<file path="src/rtl/tsc_pkg.sv">
// ----------------------------------------------------------------------------
// tsc_pkg
// shared types, constants and helpers for the series composition block
// ----------------------------------------------------------------------------
package tsc_pkg;

  localparam int COEF_W = 32;
  localparam int DEG_W  = 4;
  localparam int ACC_W  = 64;

  // commands from the controller to the datapath
  typedef struct packed {
    logic load_we;
    logic init_we;
    logic mac_issue;
    logic mula_issue;
    logic acc_clr;
    logic pn_we;
    logic sum_we;
    logic out_load;
    logic out_err;
    logic out_last;
  } tsc_cmd_t;

  // status from the datapath to the controller
  typedef struct packed {
    logic center_ok;
    logic out_free;
  } tsc_stat_t;

  // saturate a wide signed value to the coefficient range
  function automatic logic signed [COEF_W-1:0] sat32(input logic signed [ACC_W-1:0] x);
    logic signed [ACC_W-1:0] hi;
    logic signed [ACC_W-1:0] lo;
    hi = ACC_W'(signed'({1'b0, {(COEF_W-1){1'b1}}}));
    lo = -hi - ACC_W'(1);
    if (x > hi) begin
      return hi[COEF_W-1:0];
    end else if (x < lo) begin
      return lo[COEF_W-1:0];
    end
    return x[COEF_W-1:0];
  endfunction

endpackage

</file>
<file path="src/rtl/tsc_ctrl.sv">
// ----------------------------------------------------------------------------
// tsc_ctrl
// sequencer for loading, power and sum updates, and result emission
// ----------------------------------------------------------------------------
module tsc_ctrl import tsc_pkg::*; #(
  parameter int ORDER_CAP = 15,
  localparam int DEPTH = ORDER_CAP + 1,
  localparam int IDX_W = $clog2(DEPTH),
  localparam int CNT_W = $clog2(DEPTH + 1)
) (
  input  logic             clk_i,
  input  logic             rst_ni,
  input  logic             in_valid_i,
  input  logic             last_pair_i,
  output logic             in_ready_o,
  input  tsc_stat_t        stat_i,
  output tsc_cmd_t         cmd_o,
  output logic [IDX_W-1:0] row_o,
  output logic [IDX_W-1:0] col_o,
  output logic [IDX_W-1:0] term_o,
  output logic [IDX_W-1:0] wr_idx_o
);

  localparam logic [3:0] StIdle   = 4'd0;
  localparam logic [3:0] StCheck  = 4'd1;
  localparam logic [3:0] StInit   = 4'd2;
  localparam logic [3:0] StIssue  = 4'd3;
  localparam logic [3:0] StDrain  = 4'd4;
  localparam logic [3:0] StPn     = 4'd5;
  localparam logic [3:0] StMula   = 4'd6;
  localparam logic [3:0] StWait   = 4'd7;
  localparam logic [3:0] StSumw   = 4'd8;
  localparam logic [3:0] StEmitRd = 4'd9;
  localparam logic [3:0] StEmitLd = 4'd10;
  localparam logic [3:0] StErr    = 4'd11;

  logic [3:0]       state_q, state_d;
  logic [CNT_W-1:0] cnt_q, cnt_d;
  logic [IDX_W-1:0] order_q, order_d, row_q, row_d, col_q, col_d, term_q, term_d;
  logic             dly_q, dly_d, full;

  assign full       = (cnt_q == CNT_W'(DEPTH));
  assign in_ready_o = (state_q == StIdle);
  assign row_o      = row_q;
  assign col_o      = col_q;
  assign term_o     = term_q;
  assign wr_idx_o   = cnt_q[IDX_W-1:0];

  always_comb begin
    state_d = state_q;
    cnt_d   = cnt_q;
    order_d = order_q;
    row_d   = row_q;
    col_d   = col_q;
    term_d  = term_q;
    dly_d   = dly_q;
    cmd_o   = '0;
    case (state_q)
      StIdle: begin
        if (in_valid_i) begin
          cmd_o.load_we = !full;
          if (!full) cnt_d = cnt_q + CNT_W'(1);
          if (last_pair_i) begin
            cnt_d   = '0;
            order_d = full ? IDX_W'(DEPTH - 1) : cnt_q[IDX_W-1:0];
            state_d = StCheck;
          end
        end
      end
      StCheck: begin
        row_d   = '0;
        state_d = stat_i.center_ok ? StInit : StErr;
      end
      StInit: begin
        cmd_o.init_we = 1'b1;
        if (row_q == order_q) begin
          col_d = '0;
          if (order_q == '0) begin
            row_d   = '0;
            state_d = StEmitRd;
          end else begin
            term_d  = IDX_W'(1);
            row_d   = order_q;
            state_d = StIssue;
          end
        end else begin
          row_d = row_q + IDX_W'(1);
        end
      end
      StIssue: begin
        cmd_o.acc_clr = (col_q == '0);
        if (col_q != row_q) begin
          cmd_o.mac_issue = 1'b1;
          col_d = col_q + IDX_W'(1);
        end else begin
          dly_d   = 1'b0;
          state_d = StDrain;
        end
      end
      StDrain: begin
        dly_d = 1'b1;
        if (dly_q) state_d = StPn;
      end
      StPn: begin
        cmd_o.pn_we = 1'b1;
        state_d     = StMula;
      end
      StMula: begin
        cmd_o.mula_issue = 1'b1;
        state_d          = StWait;
      end
      StWait: begin
        state_d = StSumw;
      end
      StSumw: begin
        cmd_o.sum_we = 1'b1;
        col_d        = '0;
        if (row_q == '0) begin
          if (term_q == order_q) begin
            state_d = StEmitRd;
          end else begin
            term_d  = term_q + IDX_W'(1);
            row_d   = order_q;
            state_d = StIssue;
          end
        end else begin
          row_d   = row_q - IDX_W'(1);
          state_d = StIssue;
        end
      end
      StEmitRd: begin
        state_d = StEmitLd;
      end
      StEmitLd: begin
        cmd_o.out_last = (row_q == order_q);
        if (stat_i.out_free) begin
          cmd_o.out_load = 1'b1;
          if (row_q == order_q) begin
            state_d = StIdle;
          end else begin
            row_d   = row_q + IDX_W'(1);
            state_d = StEmitRd;
          end
        end
      end
      StErr: begin
        if (stat_i.out_free) begin
          cmd_o.out_err = 1'b1;
          state_d       = StIdle;
        end
      end
      default: begin
        state_d = StIdle;
      end
    endcase
  end

  always_ff @(posedge clk_i or negedge rst_ni) begin
    if (!rst_ni) begin
      state_q <= StIdle;
      cnt_q   <= '0;
      order_q <= '0;
      row_q   <= '0;
      col_q   <= '0;
      term_q  <= '0;
      dly_q   <= 1'b0;
    end else begin
      state_q <= state_d;
      cnt_q   <= cnt_d;
      order_q <= order_d;
      row_q   <= row_d;
      col_q   <= col_d;
      term_q  <= term_d;
      dly_q   <= dly_d;
    end
  end

endmodule

</file>
<file path="config.mk">
export PLATFORM = sky130hd
export DESIGN_NAME = tsc_ctrl
export DESIGN_NICKNAME = d
export VERILOG_FILES = /design/src/rtl/tsc_pkg.sv /design/src/rtl/tsc_ctrl.sv
export SDC_FILE = /design/constraint.sdc
export NUM_CORES = 1
export LEC_CHECK = 0
export BUFFER_PORTS_ARGS = -buffer_cell sky130_fd_sc_hd__buf_2
export CAP_MARGIN = 10
export CELL_PAD_IN_SITES_DETAIL_PLACEMENT = 0
export CELL_PAD_IN_SITES_GLOBAL_PLACEMENT = 1
export CORE_ASPECT_RATIO = 1.75
export CORE_MARGIN = 2
export CORE_UTILIZATION = 25
export DETAILED_ROUTE_END_ITERATION = 8
export HOLD_SLACK_MARGIN = 0.15
export PLACE_DENSITY_LB_ADDON = 0.1
export SYNTH_ARGS = -nofsm -noshare
export SYNTH_HDL_FRONTEND = slang
export SYNTH_SLANG_ARGS = --single-unit
</file>
<file path="constraint.sdc">
create_clock -name clk_i -period 2.76 [get_ports clk_i]
set_clock_uncertainty 0.1 [all_clocks]
set_input_delay 0.138 -clock clk_i [delete_from_list [all_inputs] [get_ports clk_i]]
set_output_delay 0.138 -clock clk_i [all_outputs]
set_load 0.01 [all_outputs]
</file>
[After elaboration in Yosys (flattened, before gate mapping)]
Index checks and enable logic that the tools add are counted.
Word-level totals
  bits in registers: 26
  latch bits: 0
  memory bits (writable): 0
  memory bits (read-only): 0
  input bits: 6
  output and inout port bits: 27
  word-level logic and storage cells: 103
  memories: 0
Cells by class
  add/sub/neg operators: 5
  $mul: 0
  divide/modulo/power cells: 0
  $lt $le $gt $ge: 0
  equality and inequality tests: 29
  shifts and indexed selects: 0
  muxes and demuxes: 46
  bitwise operators: 0
  reductions and logical operators: 16
Operator list (number)
  4-bit two-way mux: 25
  4-bit one-hot mux with 12 select lines: 1
  2-bit inequality test, second input constant: 13
  4-bit by 3-bit equality test with 1-bit output, second input constant: 4
  4-bit equality test, second input constant: 4
  4-bit logical NOT: 4
  4-bit one-hot mux with 4 select lines: 1
  1-bit two-way mux: 14
  4-bit by 1-bit adder with 4-bit output, second input constant: 3
  4-bit one-hot mux with 3 select lines: 1
  5-bit two-way mux: 2
  3-bit AND reduction: 3
  4-bit by 2-bit equality test with 1-bit output, second input constant: 2
  4-bit equality test: 2
  4-bit one-hot mux with 2 select lines: 1
  7-bit AND reduction: 1
  5-bit by 1-bit adder with 5-bit output, second input constant: 1
  5-bit equality test, second input constant: 1
  5-bit AND reduction: 1
  4-bit by 1-bit equality test with 1-bit output, second input constant: 1
  4-bit inequality test: 1
  4-bit AND reduction: 1
  2-bit nonzero test: 2
  4-bit nonzero test: 1
  other kinds (6): 6

[Logic depth before layout (Yosys ltp)]
  depth in word-level cells: 4
  mapped depth: 8
  gate-level depth less buffers: 7

[Least setup slack after synthesis]
OpenSTA, ideal clock, no wires.
  kind: reg-to-reg
  start point: register row_q[0], in the netlist row_o[0]
  end point: register row_q[2], in the netlist row_o[2]
  library setup time: 0.126 ns
  arrival time: 1.991 ns
  data required time: 2.534 ns
  path slack: 0.543 ns
  cell stages (with the launch flop): 9
  path buffers: 1
  period minus slack after synthesis: 2.217 ns
  cells stage by stage: dfrtp_1 -> buf_2 -> inv_1 -> ha_1 -> or3b_2 -> nor2_1 -> nand2_1 -> nor3b_1 -> a221o_1
Between the ends
  word-level cells in the longest chain between the ends: 4
  elaborated cells on any way between the ends: 12
  those cells by class: add/sub (2); eq/ne (3); mux (5); reduce/logical (2)
RTL lines
  from (decl): RTL line tsc_ctrl.sv:39  | logic [IDX_W-1:0] order_q, order_d, row_q, row_d, col_q, col_d, term_q, term_d;
  from (signal assigned): RTL line tsc_ctrl.sv:171  | row_q <= row_d;
  4-bit by 1-bit adder with 4-bit output: RTL line tsc_ctrl.sv:87, tsc_ctrl.sv:141
  4-bit two-way mux: RTL line tsc_ctrl.sv:138  | if (row_q == order_q) begin
  4-bit two-way mux: RTL line tsc_ctrl.sv:136  | if (stat_i.out_free) begin
  4-bit one-hot mux with 4 select lines: RTL line tsc_ctrl.sv:58  | case (state_q)
Several ways; a longest one is shown, not always the timed one. The select of a mux whose other input is x is not followed.
A chain may end at the register's enable or synchronous reset.

==> results.ini <==
[clock_tree]
cts_setup_buffers=0
cts_buffers=3
h-tree-depth=1
ctsRootBufferMaster=clkbuf_16
clk_pin_slew_ns=0.07
cts_buffer_depth=2
clk_latency_ns=0.27
clock-sinks=26
cts_tree=built

[critical_path]
critPathKind=flop to primary output
critPathMaxStageDelay_ns=0.65
cp.arrival_ns=2.18
cp_data_required_time_ns=2.52
path_max_fanout=12
critical_path.top_delay_family=simple AND/OR/NAND/NOR gates
end_kind=primary output
worstSetupStartpointType=flop
slowest_stage=nor4bb_1
cp.buffers_inverters=3
crit_chain=buf_4 > nor4bb_1 > inv_1 > nor2_1 > buf_2

[yosys]
synth_edf_count=0
synth_ff_type=dfrtp_1
synth_top_cell_area_share_pct=30.88
syn_area_per_cell_um2=8.496
seq_area_frac_synth_pct=30.88
syn-num-nets=261
synth.distinct_cells=64
async_flop_share_pct=100.0
synth_area_leaders=dfrtp_1 31%, nor2_1 5.5%, ha_1 4.2%
synth-warning-count=0
synth_most_common_cell=nor2_1
syn_inst=248
syn-cell-area_um2=2107
synth-seq-cells=26
synth_common_cells=31 x nor2_1, 26 x dfrtp_1, 16 x a21oi_1, 15 x inv_1, 14 x nand2_1
synth_top_area_cell=dfrtp_1

[sta]
maxSlewViolCount=0
hold_violations=0
finalCriticalPeriod_ns=2.421
layout_setup_ws_ns=0.3388
fin_crit_sh_pct=87.72
tightest_slew_ns=0.6988
finalSetupViolCount=0
fmax_mhz=413.0
fin_tns_setup_ns=0
maxSlewHeadroom_pct=52.78
rsz0062_at_grt=false

[final_layout]
final_cell_area_um2=2530
postLayoutCoreUtil_pct=30.64
layout-drive-gt1-share_pct=23.51
diodes=0
synthToLayoutAreaGrowth_pct=20.07
fillers=908
instances_no_fill=377
nets=299

[placed_design]
dpl_cell_area_um2=2395
preCtsSetupSlack_ns=0.3857
dp.cells=370
dpl.hpwl_mm=5.101
portBuffers=32
place.gp.congestion=0.7865

[grt]
antenna_found_initial=0
grt_util_met2_pct=27.61
track_usage_pct=15.48
grt_util_met3_pct=1.692
grt_pass1_vias=2042
grt_max_degree=27
met1_usage_pct=18.22
grt_overflow=0
grt_busiest_layer=met2
grt_pass1_wl_mm=10.96

[power]
p_per_area_nw_per_um2=1050
p_leak_nw=1.188
vdd_drop_max_v=0.0003480

[route]
antenna_left=0
vias=1988
dr.first_iter.drc_count=90
post_drt_wl_per_cell_um=17.58
dr.pass1.iters=4
post-route-drc-count=0
vias_per_cell=5.273
postRouteWirelength_mm=6.628

[floorplan]
core_area_um2=8258
ios=33
die_w_um=73.40
die-area_um2=9207
die-height_um=125.4
rows=44
start_util_pct=25.52

[run]
maxCapViolations=0

[status]
status=complete, no violations

[min_path]
worst_hold_path_type=input pin to flop

## layer usage
metal	part of all wire, %	wire (um)
met5	0	0
met1	40	2638
met3	2.7	177
met2	55	3633
met4	2.7	178
## power breakdown
| group | internal, mW | switching, mW |
|---|---|---|
| sequential | 0.489 | 0.194 |
| clock | 0.289 | 0.152 |
| combinational | 0.660 | 0.873 |
| total | 1.44 | 1.22 |
## layout make-up
class,instances,area [um^2],area share (%)
tap,92,115.1,4.550
inverter,15,56.30,2.226
clock inverter,1,30.03,1.187
timing repair buffer,53,325.3,12.86
multi-input combinational,187,1277,50.49
clock buffer,3,75.07,2.967
sequential,26,650.6,25.72
## repair_timing
action | in CTS | in global routing
hold buffers | 3 | 0
hold endpoints to repair | 28 | 0
resized for setup | 0 | 0
## placed cells by master (no fill, tap or decap), types with 2 or more instances in the layout
| master | count |
|---|---|
| or3b_2 | 2 |
| nand4_1 | 5 |
| nor3_1 | 8 |
| o31ai_1 | 3 |
| clkbuf_16 | 3 |
| a31oi_1 | 2 |
| nor3b_1 | 2 |
| o211ai_1 | 2 |
| o221ai_1 | 2 |
| o21a_1 | 3 |
| a22o_1 | 3 |
| buf_2 | 32 |
| and4_1 | 2 |
| buf_4 | 18 |
| inv_1 | 15 |
| nand3_1 | 8 |
| nand2_1 | 14 |
| nor2b_1 | 2 |
| dlygate4sd3_1 | 3 |
| dfrtp_1 | 26 |
| ha_1 | 7 |
| a21oi_1 | 16 |
| or4_1 | 2 |
| a221o_1 | 2 |
| and2_1 | 2 |
| mux2i_1 | 3 |
| nor2_1 | 31 |
| nand3b_1 | 3 |
| nand2b_1 | 2 |
| o21ai_0 | 9 |
| mux2_2 | 2 |
| o32ai_1 | 2 |
| xor2_1 | 9 |
| a22oi_1 | 2 |
| xnor2_1 | 9 |
## sequential cells by signal, summed over array words and instances (netlist names)
name	cells
cnt_q	5
col_o	4
order_q	4
row_o	4
state_q	4
term_o	4
dly_q	1
## worst register-to-register path, cell delays in order (launching register included)
cell     delay [ns]
dfrtp_1        0.47
inv_1          0.09
ha_1           0.24
or3b_2         0.55
nor2_1         0.18
nand2_1        0.13
nor3b_1        0.20
a221o_1        0.30
## per-stage QoR
step / hold slack (ns) / total power, mW
global route: 0.2674 / 2.915
detailed placement: 0.1283 / 2.236
floorplan: -0.2576 / 1.728
global placement: 0.1267 / 2.254
finish: 0.2491 / 2.658
CTS: 0.2471 / 2.697
## worst paths after layout
check | cells past startpoint | startpoint | slack, ns | to
worst max-delay path | 5 | state_q[3] | 0.34 | cmd_o[0]
worst min-delay path | 4 | in_valid_i | 0.25 | state_q[1]
worst max register to register | 7 | row_o[1] | 0.38 | row_o[2]
worst min register to register | 2 | cnt_q[4] | 0.44 | cnt_q[4]
max in group asynchronous | 2 | rst_ni | 1.79 | col_o[3]
min in group asynchronous | 2 | rst_ni | 0.34 | term_o[3]
## kinds of logic after synthesis
kind of cell / synth area share [%]
AO/OA/AOI/OAI: 20.67
XOR/XNOR: 7.483
adder cells (fa/ha/maj): 4.157
buffers and inverters: 8.491
flip-flops: 30.88
multiplexers: 2.494
AND/OR/NAND/NOR: 25.83
No activity file was read; power rests on OpenSTA's default activity.
